[src/rtl/svbg_pkg.sv]
// ----------------------------------------------------------------------------
// svbg_pkg
// Shared types, constants and helpers for the sphere voxel brightness block.
// ----------------------------------------------------------------------------
package svbg_pkg;

    localparam int CUBE_EDGE = 4;
    localparam int COORD_W   = 2;
    localparam int DIST_W    = 5;
    localparam int SIZE_W    = 11;
    localparam int STEP_W    = 9;
    localparam int BRIGHT_W  = 8;
    localparam int SQ_W      = 2 * SIZE_W;
    localparam int MUL_A_W   = 22;
    localparam int MUL_B_W   = 16;
    localparam int PROD_W    = MUL_A_W + MUL_B_W;
    localparam int SEARCH_W  = 3;
    localparam int CFG_IDX_W = 1;

    localparam logic [COORD_W-1:0]  EDGE_MAX    = COORD_W'(CUBE_EDGE - 1);
    localparam logic [SIZE_W-1:0]   SIZE_LIMIT  = 11'd1280;
    localparam logic [STEP_W-1:0]   GROW_RESET  = 9'd102;
    localparam logic [MUL_B_W-1:0]  FULL_SCALE  = 16'd65025;
    localparam logic [BRIGHT_W-1:0] BRIGHT_ON   = 8'd255;
    localparam logic [BRIGHT_W-1:0] BRIGHT_OFF  = 8'd0;
    localparam logic [BRIGHT_W-1:0] BRIGHT_NEAR = 8'd254;

    localparam logic [CFG_IDX_W-1:0] REG_GROW_STEP = 1'b0;
    localparam logic [CFG_IDX_W-1:0] REG_FALLOFF   = 1'b1;

    typedef enum logic [3:0] {
        ST_IDLE,
        ST_SQ_SIZE,
        ST_SQ_SCALE,
        ST_Q_LATCH,
        ST_VOX_START,
        ST_MUL_MID,
        ST_MUL_S,
        ST_CMP,
        ST_FINISH,
        ST_EMIT,
        ST_UPDATE
    } svbg_state_t;

    typedef struct packed {
        logic [COORD_W-1:0]  x;
        logic [COORD_W-1:0]  y;
        logic [COORD_W-1:0]  z;
        logic [BRIGHT_W-1:0] brightness;
        logic                last;
    } voxel_t;

    // Squared distance from the cube center, in units of half a voxel pitch.
    function automatic logic [DIST_W-1:0] dist_sq(
        input logic [COORD_W-1:0] x,
        input logic [COORD_W-1:0] y,
        input logic [COORD_W-1:0] z
    );
        int a;
        int b;
        int c;
        a = 2 * int'(x) - (CUBE_EDGE - 1);
        b = 2 * int'(y) - (CUBE_EDGE - 1);
        c = 2 * int'(z) - (CUBE_EDGE - 1);
        return DIST_W'(a * a + b * b + c * c);
    endfunction

endpackage

[src/rtl/svbg_engine.sv]
// ----------------------------------------------------------------------------
// svbg_engine
// Frame sequencer and per-voxel brightness search around one shared multiplier.
// ----------------------------------------------------------------------------
module svbg_engine
    import svbg_pkg::*;
(
    input  logic                clk,
    input  logic                rst_n,
    input  logic                start,
    input  logic                restart,
    output logic                ready,
    input  logic [STEP_W-1:0]   grow_step,
    input  logic                falloff_enable,
    output logic                vox_valid,
    output voxel_t              vox,
    input  logic                vox_ready
);

    svbg_state_t state_reg;
    svbg_state_t state_next;

    logic [SIZE_W-1:0]   size_reg;
    logic                inv_reg;
    logic [SQ_W-1:0]     size2_reg;
    logic [PROD_W-1:0]   q_reg;
    logic [PROD_W-1:0]   prod_reg;
    logic [COORD_W-1:0]  x_reg;
    logic [COORD_W-1:0]  y_reg;
    logic [COORD_W-1:0]  z_reg;
    logic [DIST_W-1:0]   dist_reg;
    logic [BRIGHT_W-1:0] b_reg;
    logic [BRIGHT_W-1:0] bright_reg;
    logic [SEARCH_W-1:0] step_reg;
    logic                eq_reg;

    logic [MUL_A_W-1:0]  mul_a;
    logic [MUL_B_W-1:0]  mul_b;
    logic [PROD_W-1:0]   mul_p;
    logic [DIST_W-1:0]   dist_cur;
    logic [BRIGHT_W-1:0] trial;
    logic [PROD_W-1:0]   lhs;
    logic                last_vox;
    logic                saturated;
    logic                big;

    assign mul_p     = mul_a * mul_b;
    assign dist_cur  = dist_sq(x_reg, y_reg, z_reg);
    assign trial     = b_reg | (BRIGHT_W'(1) << step_reg);
    assign lhs       = {3'b0, prod_reg[20:0], 14'b0};
    assign last_vox  = (x_reg == EDGE_MAX) && (y_reg == EDGE_MAX) && (z_reg == EDGE_MAX);
    // The ratio exceeds one when size^2 > 2^14 * dist, and one half when size^2 > 2^12 * dist.
    assign saturated = (dist_cur == '0) || (size2_reg > {3'b0, dist_cur, 14'b0});
    assign big       = (dist_cur == '0) || (size2_reg > {5'b0, dist_cur, 12'b0});

    always_comb
    begin
        state_next = state_reg;
        case (state_reg)
            ST_IDLE:      if (start) state_next = ST_SQ_SIZE;
            ST_SQ_SIZE:   state_next = ST_SQ_SCALE;
            ST_SQ_SCALE:  state_next = ST_Q_LATCH;
            ST_Q_LATCH:   state_next = ST_VOX_START;
            ST_VOX_START:
            begin
                if (!falloff_enable || saturated)
                    state_next = ST_EMIT;
                else
                    state_next = ST_MUL_MID;
            end
            ST_MUL_MID:   state_next = ST_MUL_S;
            ST_MUL_S:     state_next = ST_CMP;
            ST_CMP:       state_next = (step_reg == '0) ? ST_FINISH : ST_MUL_MID;
            ST_FINISH:    state_next = ST_EMIT;
            ST_EMIT:
            begin
                if (vox_ready)
                    state_next = last_vox ? ST_UPDATE : ST_VOX_START;
            end
            ST_UPDATE:    state_next = ST_IDLE;
            default:      state_next = ST_IDLE;
        endcase
    end

    always_comb
    begin
        ready     = 1'b0;
        vox_valid = 1'b0;
        mul_a     = '0;
        mul_b     = '0;
        case (state_reg)
            ST_IDLE:     ready = 1'b1;
            ST_SQ_SIZE:
            begin
                mul_a = {11'b0, size_reg};
                mul_b = {5'b0, size_reg};
            end
            ST_SQ_SCALE:
            begin
                mul_a = prod_reg[MUL_A_W-1:0];
                mul_b = FULL_SCALE;
            end
            ST_MUL_MID:
            begin
                mul_a = {14'b0, trial};
                mul_b = {8'b0, trial};
            end
            ST_MUL_S:
            begin
                mul_a = {6'b0, prod_reg[15:0]};
                mul_b = {11'b0, dist_reg};
            end
            ST_EMIT:     vox_valid = 1'b1;
            default:     ready = 1'b0;
        endcase
    end

    assign vox.x          = x_reg;
    assign vox.y          = y_reg;
    assign vox.z          = z_reg;
    assign vox.brightness = bright_reg;
    assign vox.last       = last_vox;

    always_ff @(posedge clk or negedge rst_n)
    begin
        if (!rst_n)
        begin
            state_reg <= ST_IDLE;
            size_reg  <= '0;
            inv_reg   <= 1'b0;
        end
        else
        begin
            state_reg <= state_next;
            if (state_reg == ST_IDLE && start && restart)
            begin
                size_reg <= '0;
                inv_reg  <= 1'b0;
            end
            else if (state_reg == ST_UPDATE)
            begin
                if (size_reg > SIZE_LIMIT)
                begin
                    size_reg <= '0;
                    inv_reg  <= ~inv_reg;
                end
                else
                begin
                    size_reg <= size_reg + SIZE_W'(grow_step);
                end
            end
        end
    end

    always_ff @(posedge clk)
    begin
        prod_reg <= mul_p;
        case (state_reg)
            ST_IDLE:
            begin
                x_reg <= '0;
                y_reg <= '0;
                z_reg <= '0;
            end
            ST_SQ_SCALE: size2_reg <= prod_reg[SQ_W-1:0];
            ST_Q_LATCH:  q_reg <= prod_reg;
            ST_VOX_START:
            begin
                dist_reg <= dist_cur;
                b_reg    <= '0;
                step_reg <= SEARCH_W'(BRIGHT_W - 1);
                eq_reg   <= (q_reg == '0);
                if (!falloff_enable)
                    bright_reg <= (big != inv_reg) ? BRIGHT_ON : BRIGHT_OFF;
                else
                    bright_reg <= inv_reg ? BRIGHT_OFF : BRIGHT_ON;
            end
            ST_CMP:
            begin
                // Keep the candidate bit when candidate^2 * dist * 2^14 <= (255 * size)^2.
                if (lhs <= q_reg)
                begin
                    b_reg  <= trial;
                    eq_reg <= (lhs == q_reg);
                end
                step_reg <= step_reg - 1'b1;
            end
            ST_FINISH:
            begin
                if (!inv_reg)
                    bright_reg <= b_reg;
                else if (eq_reg)
                    bright_reg <= BRIGHT_ON - b_reg;
                else
                    bright_reg <= BRIGHT_NEAR - b_reg;
            end
            ST_EMIT:
            begin
                if (vox_ready && !last_vox)
                begin
                    if (z_reg == EDGE_MAX)
                    begin
                        z_reg <= '0;
                        if (y_reg == EDGE_MAX)
                        begin
                            y_reg <= '0;
                            x_reg <= x_reg + 1'b1;
                        end
                        else
                        begin
                            y_reg <= y_reg + 1'b1;
                        end
                    end
                    else
                    begin
                        z_reg <= z_reg + 1'b1;
                    end
                end
            end
            default:
            begin
            end
        endcase
    end

    a_start_squares: assert property (@(posedge clk) disable iff (!rst_n)
        (state_reg == ST_IDLE && start) |=> (state_reg == ST_SQ_SIZE))
        else $error("accepted frame did not start the size square");

    a_last_updates: assert property (@(posedge clk) disable iff (!rst_n)
        (vox_valid && vox_ready && vox.last) |=> (state_reg == ST_UPDATE))
        else $error("last voxel of a frame was not followed by the size update");

    a_mid_square_narrow: assert property (@(posedge clk) disable iff (!rst_n)
        (state_reg == ST_MUL_S) |-> (prod_reg[PROD_W-1:16] == '0))
        else $error("candidate square overflowed its field");

    a_size_update: assert property (@(posedge clk) disable iff (!rst_n)
        (state_reg == ST_UPDATE) |=>
            ((size_reg == '0 && inv_reg != $past(inv_reg)) ||
             (inv_reg == $past(inv_reg) &&
              size_reg == SIZE_W'($past(size_reg) + SIZE_W'($past(grow_step))))))
        else $error("sphere size update went wrong");

endmodule

[src/rtl/sphere_voxel_brightness_generator.sv]
// ----------------------------------------------------------------------------
// sphere_voxel_brightness_generator
// Renders one brightness per voxel of a cube for a sphere that grows per frame.
// ----------------------------------------------------------------------------
// Each accepted request is one frame tick and yields 64 voxel results in x, y, z
// order, the last one marked by m_tlast. The size, scale and candidate products
// run on a single shared multiplier: a frame starts by squaring the sphere size,
// scaling the square by 255^2 and latching the result; a voxel that is saturated,
// at the center or in on/off mode is emitted straight after its start step; and a
// graded voxel finds its 8-bit brightness one bit at a time, each bit taking a
// candidate square, a product with the distance and a compare. In the cycle after
// the last voxel is taken the size steps, and s_tready is high again in the cycle
// after that. Output stalls stretch a frame, and s_tready stays low until it ends.
module sphere_voxel_brightness_generator
    import svbg_pkg::*;
(
    input  logic                 clk,
    input  logic                 rst_n,
    input  logic                 s_tvalid,
    output logic                 s_tready,
    input  logic [7:0]           s_tdata,    // [0] restart, [7:1] zero
    output logic                 m_tvalid,
    input  logic                 m_tready,
    output logic [15:0]          m_tdata,    // [1:0] voxel_x, [3:2] voxel_y, [5:4] voxel_z,
                                             // [13:6] brightness, [15:14] zero
    output logic                 m_tlast,
    input  logic                 cfg_we,
    input  logic [CFG_IDX_W-1:0] cfg_index,
    input  logic [STEP_W-1:0]    cfg_data
);

    logic [STEP_W-1:0] grow_step_reg;
    logic              falloff_reg;
    logic              m_valid_reg;
    voxel_t            out_reg;
    logic              vox_valid;
    logic              vox_ready;
    voxel_t            vox;

    always_ff @(posedge clk or negedge rst_n)
    begin
        if (!rst_n)
        begin
            grow_step_reg <= GROW_RESET;
            falloff_reg   <= 1'b1;
        end
        else if (cfg_we)
        begin
            case (cfg_index)
                REG_GROW_STEP: grow_step_reg <= cfg_data;
                REG_FALLOFF:   falloff_reg   <= cfg_data[0];
                default:       falloff_reg   <= falloff_reg;
            endcase
        end
    end

    svbg_engine u_engine (
        .clk            (clk),
        .rst_n          (rst_n),
        .start          (s_tvalid),
        .restart        (s_tdata[0]),
        .ready          (s_tready),
        .grow_step      (grow_step_reg),
        .falloff_enable (falloff_reg),
        .vox_valid      (vox_valid),
        .vox            (vox),
        .vox_ready      (vox_ready)
    );

    // The output register takes a new voxel whenever it is empty or being drained.
    assign vox_ready = !m_valid_reg || m_tready;

    always_ff @(posedge clk or negedge rst_n)
    begin
        if (!rst_n)
        begin
            m_valid_reg <= 1'b0;
        end
        else if (vox_ready)
        begin
            m_valid_reg <= vox_valid;
        end
    end

    always_ff @(posedge clk)
    begin
        if (vox_ready && vox_valid)
        begin
            out_reg <= vox;
        end
    end

    assign m_tvalid = m_valid_reg;
    assign m_tdata  = {2'b00, out_reg.brightness, out_reg.z, out_reg.y, out_reg.x};
    assign m_tlast  = out_reg.last;

endmodule

[config.mk]
export PLATFORM = sky130hd
export DESIGN_NAME = sphere_voxel_brightness_generator
export DESIGN_NICKNAME = d
export VERILOG_FILES = /design/src/rtl/svbg_pkg.sv /design/src/rtl/svbg_engine.sv /design/src/rtl/sphere_voxel_brightness_generator.sv
export SDC_FILE = /design/constraint.sdc
export NUM_CORES = 1
export LEC_CHECK = 0
export BUFFER_PORTS_ARGS = -buffer_cell sky130_fd_sc_hd__buf_2
export CAP_MARGIN = 10
export CELL_PAD_IN_SITES_DETAIL_PLACEMENT = 2
export CELL_PAD_IN_SITES_GLOBAL_PLACEMENT = 2
export CORE_MARGIN = 2
export CORE_UTILIZATION = 29
export CTS_BUF_LIST = sky130_fd_sc_hd__clkbuf_4 sky130_fd_sc_hd__clkbuf_8 sky130_fd_sc_hd__clkbuf_16
export CTS_CLUSTER_DIAMETER = 150
export CTS_CLUSTER_SIZE = 40
export DETAILED_ROUTE_END_ITERATION = 10
export GPL_TIMING_DRIVEN = 0
export PLACE_DENSITY_LB_ADDON = 0.1
export SYNTH_ARGS = -nofsm -noshare
export SYNTH_HDL_FRONTEND = slang
export SYNTH_SLANG_ARGS = --single-unit
[constraint.sdc]
create_clock -name clk -period 7.6 [get_ports clk]
set_clock_uncertainty 0.1 [all_clocks]
set_input_delay 1.14 -clock clk [delete_from_list [all_inputs] [get_ports clk]]
set_output_delay 1.14 -clock clk [all_outputs]
set_load 0.03 [all_outputs]
======== Word-level counts from Yosys, hierarchy flattened ========
Cells that the tools add are included.
storage, ports and cells
  register bits ........................... 171
  bits in latches ......................... 0
  memory bits (writable) .................. 0
  bits in read-only memories .............. 0
  input bits .............................. 23
  output and inout bits ................... 19
  logic and storage cells ................. 135
  memories kept ........................... 0
operators by class
  $add $sub $neg .......................... 12
  multipliers ............................. 4
  divide/modulo/power cells ............... 0
  $lt $le $gt $ge ......................... 4
  equal/unequal tests ..................... 21
  shift operators ......................... 1
  mux-type cells .......................... 38
  bitwise logic cells ..................... 3
  reductions and logical operators ........ 30
operators by type and width
  kind                                                 number
  multiplier 32 x 32 -> 5 bit                          3
  one-hot mux 22 bit (4 select lines)                  1
  one-hot mux 16 bit (4 select lines)                  1
  2-to-1 mux 8 bit                                     6
  one-hot mux 4 bit (10 select lines)                  1
  equality test 35 x 38 -> 1 bit                       1
  less-or-equal comparator 35 x 38 -> 1 bit            1
  zero test 38 bit                                     1
  multiplier 22 x 16 -> 38 bit                         1
  2-to-1 mux 11 bit                                    3
  one-hot mux 8 bit (2 select lines)                   2
  > comparator 22 x 17 -> 1 bit                        1
  > comparator 22 x 19 -> 1 bit                        1
  2-to-1 mux 4 bit                                     5
  equality test 4 x 3 -> 1 bit, second input constant  4
  2-to-1 mux 2 bit                                     8
  subtractor 8 bit, first input constant               2
  equality test 4 bit, second input constant           3
  one-hot mux 2 bit (2 select lines)                   3
  AND reduction 2 bit                                  6
  subtractor 3 x 2 -> 4 bit, second input constant     3
  adder 11 x 9 -> 11 bit                               1
  > comparator 11 bit, second input constant           1
  adder 5 bit                                          2
  23 further kinds                                     52

======== Logic depth before layout (Yosys ltp) ========
Gate-level depths: netlist (run 1).
  depth after elaboration ................. 10
  mapped depth ............................ 31
  mapped depth without buffers ............ 29

======== Cells and area by module ========
A second synthesis (run 1) with hierarchy kept.
second synthesis, totals
  cell total of the unflattened synthesis .. 1745
  area total of the unflattened synthesis .. 17873.4 um^2
modules (own cells, without submodules)
  module                             times used  cells each  area each (um^2)  seq. area each (um^2)
  svbg_engine                        1           1700        16928.7           3833.7
  sphere_voxel_brightness_generator  1           45          944.7             732.0

======== Worst setup path after synthesis (run 1) ========
No wires, ideal clock.
  kind .................................... register -> register
  start ................................... register u_engine.state_reg[0]
  end ..................................... register u_engine.prod_reg[30]
  setup time .............................. 0.122 ns
  arrival ................................. 7.449 ns
  data required time ...................... 7.378 ns
  slack ................................... -0.071 ns
  cell stages (with the launch flop) ...... 27
  path buffers ............................ 2
  period minus slack after synthesis ...... 7.671 ns
  cell sequence ........................... dfrtp_1 > buf_2 > inv_1 > nand2_1 > or3_1 > inv_2 > buf_1 > nand2_1 > fa_1 > inv_1 > fa_1 > fa_1 > fa_1 > fa_1 > inv_1 > fa_1 > inv_1 > ha_1 > and4_1 > and4_1 > nand3_1 > and3_1 > a21oi_2 > o31ai_2 > a21boi_2 > nor4_1 > a311o_1
on the way
  longest elaborated chain between the ends .. 3
  elaborated cells on any way between the ends .. 7
  those cells by class .................... mul (1); eq/ne (4); mux (2)
ends and longest elaborated chain
  element                                                                                     RTL line            RTL
  start, declared                                                                             svbg_engine.sv:20   svbg_state_t state_reg;
  start signal, assigned                                                                      svbg_engine.sv:134  state_reg <= state_next;
  equality test 4 x 3 -> 1 bit, or another cell as far along                                  svbg_engine.sv:91   case (state_reg)
  one-hot mux 22 bit (4 select lines) or one-hot mux 16 bit (4 select lines) (tied branches)  svbg_engine.sv:91
  multiplier 22 x 16 -> 38 bit *                                                              svbg_engine.sv:47   assign mul_p = mul_a * mul_b;
  net u_engine.mul_p[30]                                                                      svbg_engine.sv:39   logic [PROD_W-1:0] mul_p;
  end signal, assigned                                                                        svbg_engine.sv:157  prod_reg <= mul_p;
  end, declared                                                                               svbg_engine.sv:27   logic [PROD_W-1:0] prod_reg;
The timed path passes the listed nets; every way through them passes the cells marked *.
A chain may end at the register's enable or synchronous reset.

======== Final worst setup path (run 1) ========
Same ends and word-level chain as after synthesis.

==> metrics.txt, run 1 <==
status complete, no violations; Setup violations, final 0; CP delay by family, top adder cells; Hold WS 0.3093 ns; Routed Antenna Nets 0; count of pins over their slew limit 0; CTS max path bufs 2; CP startpoint kind register; DRT Pass-1 Iters 4; arrival time worst endpoint roughly 7.6 ns; sequential fraction of the synthesis area ~25%; Avg WL per Cell slightly below 20 µm; ANT cells 0; CP Buf/Inv Count 7; r2r startpoint u_engine.state_reg[0]; Syn Inst Count about 1800; root buffer cell clkbuf_16; initial antenna violation count 0; GRT overflow 0; met3 routed WL 685 µm; vias per cell between 4 and 5; Synth Cell Area between 0.015 and 0.02 mm²; row count between 90 and 100; post-route clock period utilization a little over nine tenths; first-pass GRT wire length 85240 µm; Main synth FF type edfxtp_1; RSZ-0062 raised after global routing true; CTS tree yes; Slew @ Worst Pin approximately 0.8 ns; number of clock sinks 169; HP Class register to register; Initial Util ~29%; MaxCap Viol Count 0; H-Tree Depth 4; Post-synth EDFFs 104; Distinct cells, synth between 60 and 70; synth warn 0; Slew HR about 45%; Top Layer Used met4; IO Port Bufs 32; DR vias between 10000 and 15000; asr flop ratio synth about 16%; nets 2419; Crit. End Element register; Syn-to-layout area delta 17.06%; Fill cells 6692; Required @ worst endpoint 7.81 ns; FMAX around 0.14 GHz; post-route minimum period between 7 and 8 ns; die boundary width approximately 250 µm; WL final between 50000 and 60000 µm; worst skew pair latency ~0.44 ns; wl on met1 24150 µm; DRC viols 0; Largest stage delay, worst path approximately 0.56 ns; largest net degree at the start of global routing 28; CP max stage cell fa_1; Num CTS Buffers 17; Mapped Avg Cell Area just over 10 µm²; critical path class register to register; DR WL met2 between 20000 and 30000 µm; Min-Delay Path Depth 0; Hold Crit Start u_engine.prod_reg[28]; share of layout cells above drive strength 1 12.88%; FF-to-FF End u_engine.prod_reg[30]; Post-DP HPWL ~45000 µm; Reg clk slew, reported paths roughly 0.080 ns; final hold vios 0; Die Y 253.1 µm; gr usage total 17.56%; Top Ports 42; R2R setup slack roughly 0.24 ns; Routability Congestion roughly 0.8; CP max FO 10; DRT iter0 DRCs approximately 320; die area around 0.064 mm²; WHS Endpoint u_engine.q_reg[28]; number of global-route vias before repair roughly 15000; r2r worst-path depth 26; core area between 0.06 and 0.07 mm²; synthesized flop and latch total approximately 170; Top cell by count, worst path fa_1
metal layers:
| metal | global-route usage (%) | vias up |
|---|---|---|
| met5 | 0 | - |
| met4 | 2.367 | 0 |
| met1 | 22.91 | 6605 |
| met2 | 32.39 | 71 |
| met3 | 1.306 | 21 |
| li1 | - | 5854 |
logic make-up after synthesis:
family          after synthesis  share of synthesized area (%)
mux                          10                         0.6256
buf+inv                     473                          9.960
flops                       169                          25.36
xor+xnor                     65                          3.163
compound gates              211                          7.507
simple gates                407                          10.37
other cells                   2                        0.04172
fa+ha+maj                   452                          42.97
synthesized netlist by cell type, drive strengths merged (17+ instances only):
library cell | instances | share of area [%]
a21o | 27 | 1.1
a21oi | 72 | 2.1
and2 | 17 | 0.59
clkbuf | 26 | 0.54
dfrtp | 22 | 3.1
dfxtp | 38 | 4.2
edfxtp | 104 | 17
fa | 277 | 31
ha | 175 | 12
inv | 436 | 9.1
nand2 | 183 | 3.8
nand3 | 26 | 0.72
nor2 | 79 | 1.6
nor2b | 17 | 0.59
nor3 | 18 | 0.50
nor4 | 17 | 0.59
o21ai | 49 | 1.4
xnor2 | 42 | 2.0
xor2 | 23 | 1.1
layout by cell type (no fill, tap or decap), drive strengths merged, types with 9 or more instances in the layout:
cell / n
inv: 443
fa: 277
nand2: 183
ha: 175
edfxtp: 104
buf: 84
nor2: 79
a21oi: 72
conb: 70
o21ai: 49
xnor2: 42
dfxtp: 38
clkbuf: 37
a21o: 27
nand3: 26
xor2: 23
dfrtp: 22
nor3: 18
nor4: 17
and2: 17
nor2b: 17
nand4: 11
mux2: 10
o21bai: 10
a22o: 10
or2: 9
nand2b: 9
worst max-delay path by stage:
stage / end / depth (start not counted) / startpoint / slack [ns]
2_1_floorplan: u_engine.prod_reg[30] / 26 / u_engine.state_reg[0] / 0.003
3_3_place_gp: u_engine.prod_reg[37] / 24 / u_engine.state_reg[2] / -2.20
3_5_place_dp: u_engine.prod_reg[37] / 28 / u_engine.state_reg[2] / -1.83
4_1_cts: u_engine.prod_reg[30] / 28 / u_engine.state_reg[0] / 0.004
5_1_grt: u_engine.prod_reg[36] / 29 / u_engine.step_reg[0] / -0.04
6_report: u_engine.prod_reg[30] / 26 / u_engine.state_reg[0] / 0.24
per-stage QoR:
stage               cells  utilization (%)  instance area, µm²  setup slack, ns  setup TNS (ns)
finish               2747            34.27               21070           0.2376               0
global route         2747            34.27               21070         -0.03865        -0.07892
CTS                  2737            33.74               20740         0.003570               0
detailed placement   2683            31.68               19480           -1.828          -27.48
global placement     2679            31.57               19410           -2.201          -34.62
floorplan            1857                -               18260         0.002864               0
worst reg2reg max path, delay by kind of cell (launching register included):
family	cells	cell delay, ns
AOI/OAI and AO/OA	4	0.90
adders and majority gates	7	3.47
and+or+nand+nor	8	1.59
buffers and inverters	7	0.82
DFF	1	0.37
layout make-up:
cell class,count,area (µm²),area share [%]
plain buffers,33,291.5,1.384
clock buffers,17,425.4,2.019
clock inverters,15,202.7,0.9619
inverters,436,1653,7.844
multi-input cells,1215,12420,58.96
flip-flops and latches,169,4567,21.67
well taps,790,988.4,4.691
repair buffers,71,513.0,2.435
repair inverters,1,6.256,0.02969
timing repair:
| item | in CTS | in global routing |
|---|---|---|
| endpoints found under the hold margin | 0 | 0 |
| cloned | 1 | 0 |
| endpoints found under the setup margin | 27 | 15 |
| pin swaps | 12 | 16 |
| hold buffers | 0 | 0 |
| buffers inserted | 23 | 11 |
| gates resized for setup | 142 | 54 |
Power of run 1 is not shown: default switching activity piles up to over one toggle a cycle in this logic, so the estimate is an artifact.
==> run 2, diff against run 1 <==
- CORE_UTILIZATION: 29 -> 39
==> run 2 against run 1 <==
Setup slack got worse by 0.052 ns. Global-route usage rose by 5.8 points. Cell count fell by 6.5%. Register-to-register slack got worse by 0.05 ns. Count of clock-buffer cells in the layout rose by 1. Die area fell by 25%. Worst hold slack got worse by 0.0023 ns. Sequential cell count did not move. Final area fell by 0.46%. Routed wire length rose by 1.5%. Maximum frequency fell by 0.71%. Via count rose by 2.2%.
==> metrics.txt, run 2 (synthesis gave the netlist of run 1 again) <==
DRC viols 0 (unchanged); Min-Delay Path Depth 0 (unchanged); Routed Antenna Nets 0 (unchanged); dpl cells 2492 (was 2683); HP Class register to register (unchanged); GRT overflow 0 (unchanged); count of pins over their slew limit 0 (unchanged); MaxCap Viol Count 0 (unchanged); Post-Place Setup Slack -2.294 ns (was -1.828 ns); WL final 53890 µm (was 53110 µm); gr usage total 23.34% (was 17.56%); cts-stage hold buffer count 0 (unchanged); critical path class register to register (unchanged); Slew @ Worst Pin 0.8579 ns (was 0.8222 ns); nets 2431 (was 2419); FMAX 0.1349 GHz (was 0.1358 GHz); Post-DP HPWL 43810 µm (was 44840 µm); CP max stage cell fa_1 (unchanged); CP max FO 10 (unchanged); most common cell after layout, fill and taps aside inv_1 (unchanged); row count 78 (was 91); number of global-route vias before repair 15131 (was 14752); post-route worst setup slack 0.1852 ns (was 0.2376 ns); Avg WL per Cell 20.98 µm (was 19.33 µm); largest net degree at the start of global routing 28 (unchanged); post-route minimum period 7.415 ns (was 7.362 ns); die boundary width 218.8 µm (was 253.1 µm); Reg clk slew, reported paths 0.08 ns (about the same); CP delay by family, top adder cells (unchanged); post-route insts no fill 2569 (was 2747); Initial Util 39.58% (was 29.28%); DRT Pass-1 Iters 5 (was 4); Crit. End Element register (unchanged); CTS max path bufs 2 (unchanged); post-route clock period utilization 97.56% (was 96.87%); first-pass GRT wire length 84560 µm (was 85240 µm); vias per cell 4.993 (was 4.569); status complete, no violations (unchanged); worst skew pair latency 0.44 ns (about the same); IO Port Bufs 32 (unchanged); share of layout cells above drive strength 1 13.97% (was 12.88%); WHS Endpoint u_engine.q_reg[33] (was u_engine.q_reg[28]); ANT cells 0 (unchanged); Largest stage delay, worst path 0.55 ns (was 0.56 ns); H-Tree Depth 4 (unchanged); DR vias 12828 (was 12551); DRT iter0 DRCs 453 (was 323); Slew HR 42.75% (was 45.19%); CTS tree yes (unchanged); Setup violations, final 0 (unchanged); final hold vios 0 (unchanged); FF-to-FF End u_engine.prod_reg[36] (was u_engine.prod_reg[30]); R2R setup slack 0.19 ns (was 0.24 ns); r2r worst-path depth 30 (was 26); Routability Congestion 0.8152 (was 0.7999); Die Y 218.8 µm (was 253.1 µm); r2r startpoint u_engine.state_reg[3] (was u_engine.state_reg[0]); initial antenna violation count 0 (unchanged); Hold Crit Start u_engine.prod_reg[33] (was u_engine.prod_reg[28]); die area 0.04789 mm² (was 0.06408 mm²); Top cell by count, worst path fa_1 (unchanged); root buffer cell clkbuf_16 (unchanged); Top Ports 42 (unchanged); Num CTS Buffers 17 (unchanged); Syn-to-layout area delta 16.52% (was 17.06%); number of clock sinks 169 (unchanged); arrival time worst endpoint 7.70 ns (was 7.57 ns); Required @ worst endpoint 7.88 ns (was 7.81 ns); most frequent cells in the layout inv_1 (427), fa_1 (276), ha_1 (164), nand2_1 (162), edfxtp_1 (104) (was inv_1 (428), fa_1 (276), ha_1 (169), nand2_1 (163), edfxtp_1 (104)); CP Buf/Inv Count 9 (was 7); CP startpoint kind register (unchanged); core area 0.04548 mm² (was 0.06148 mm²)
[run 2: cell types whose count changed in the layout (fill, tap and decap cells not counted), sizes merged]
cell	before	now
bufbuf	0	1
clkinvlp	1	0
clkbuf	37	36
clkinv	7	8
inv	443	441
buf	84	98
[run 2: through the flow]
stage / TNS, ns / hold WS [ns] / utilization, % / instance area (µm²)
after detailed placement: -33.03 / 0.2897 / 42.24 / 19210
after global placement: -28.19 / 0.2875 / 42.16 / 19170
after CTS: 0 / 0.3089 / 44.85 / 20400
after global routing: -0.3735 / 0.3152 / 46.12 / 20980
after floorplan: 0 / 0.2855 / - / 18260
final: 0 / 0.3070 / 46.12 / 20980
[run 2: worst register-to-register path, delay by kind of cell (launching register included)]
kind            cells  cell delay, ns
compound gates      7            1.19
fa+ha+maj           7            3.43
flops               1            0.44
simple gates        7            1.36
buf+inv             9            0.85
[run 2: how the worst max path moves through the flow]
stage / startpoint / to / slack [ns] / cells after the start
6_report: u_engine.state_reg[3] / u_engine.prod_reg[36] / 0.19 / 30
5_1_grt: u_engine.state_reg[1] / u_engine.prod_reg[30] / -0.1 / 29
3_3_place_gp: u_engine.state_reg[2] / u_engine.prod_reg[37] / -2.03 / 24
4_1_cts: u_engine.state_reg[0] / u_engine.prod_reg[30] / 0.008 / 27
3_5_place_dp: u_engine.state_reg[2] / u_engine.prod_reg[37] / -2.29 / 24
2_1_floorplan: u_engine.state_reg[0] / u_engine.prod_reg[30] / 0.003 / 26
[run 2: routing by layer]
metal	vias up	track usage [%]	routed length (µm)	part of all wire, %
li1	5880	-	-	-
met1	6709	28.61	22590	42
met2	168	43.05	28350	53
met3	71	3.146	1550	2.9
met4	0	5.923	1406	2.6
met5	-	0	0	0
[run 2: repair_timing]
item                                    4_1_cts  5_1_grt
endpoints found under the setup margin       25       15
cloned                                        1        1
resized for setup                           133       87
setup buffers                                19       28
pin swaps                                    11       21
[run 2: layout make-up]
type,instances,area [µm²]
Buffer,33,306.5
Clock buffer,18,439.2
Multi-Input combinational cell,1215,12470
Timing Repair Buffer,84,610.6
Clock inverter,14,173.9
Tap cell,600,750.7
Inverter,436,1657
Fill cell,4805,24500
Sequential cell,169,4568
Power of run 2 is left out for the same reason.
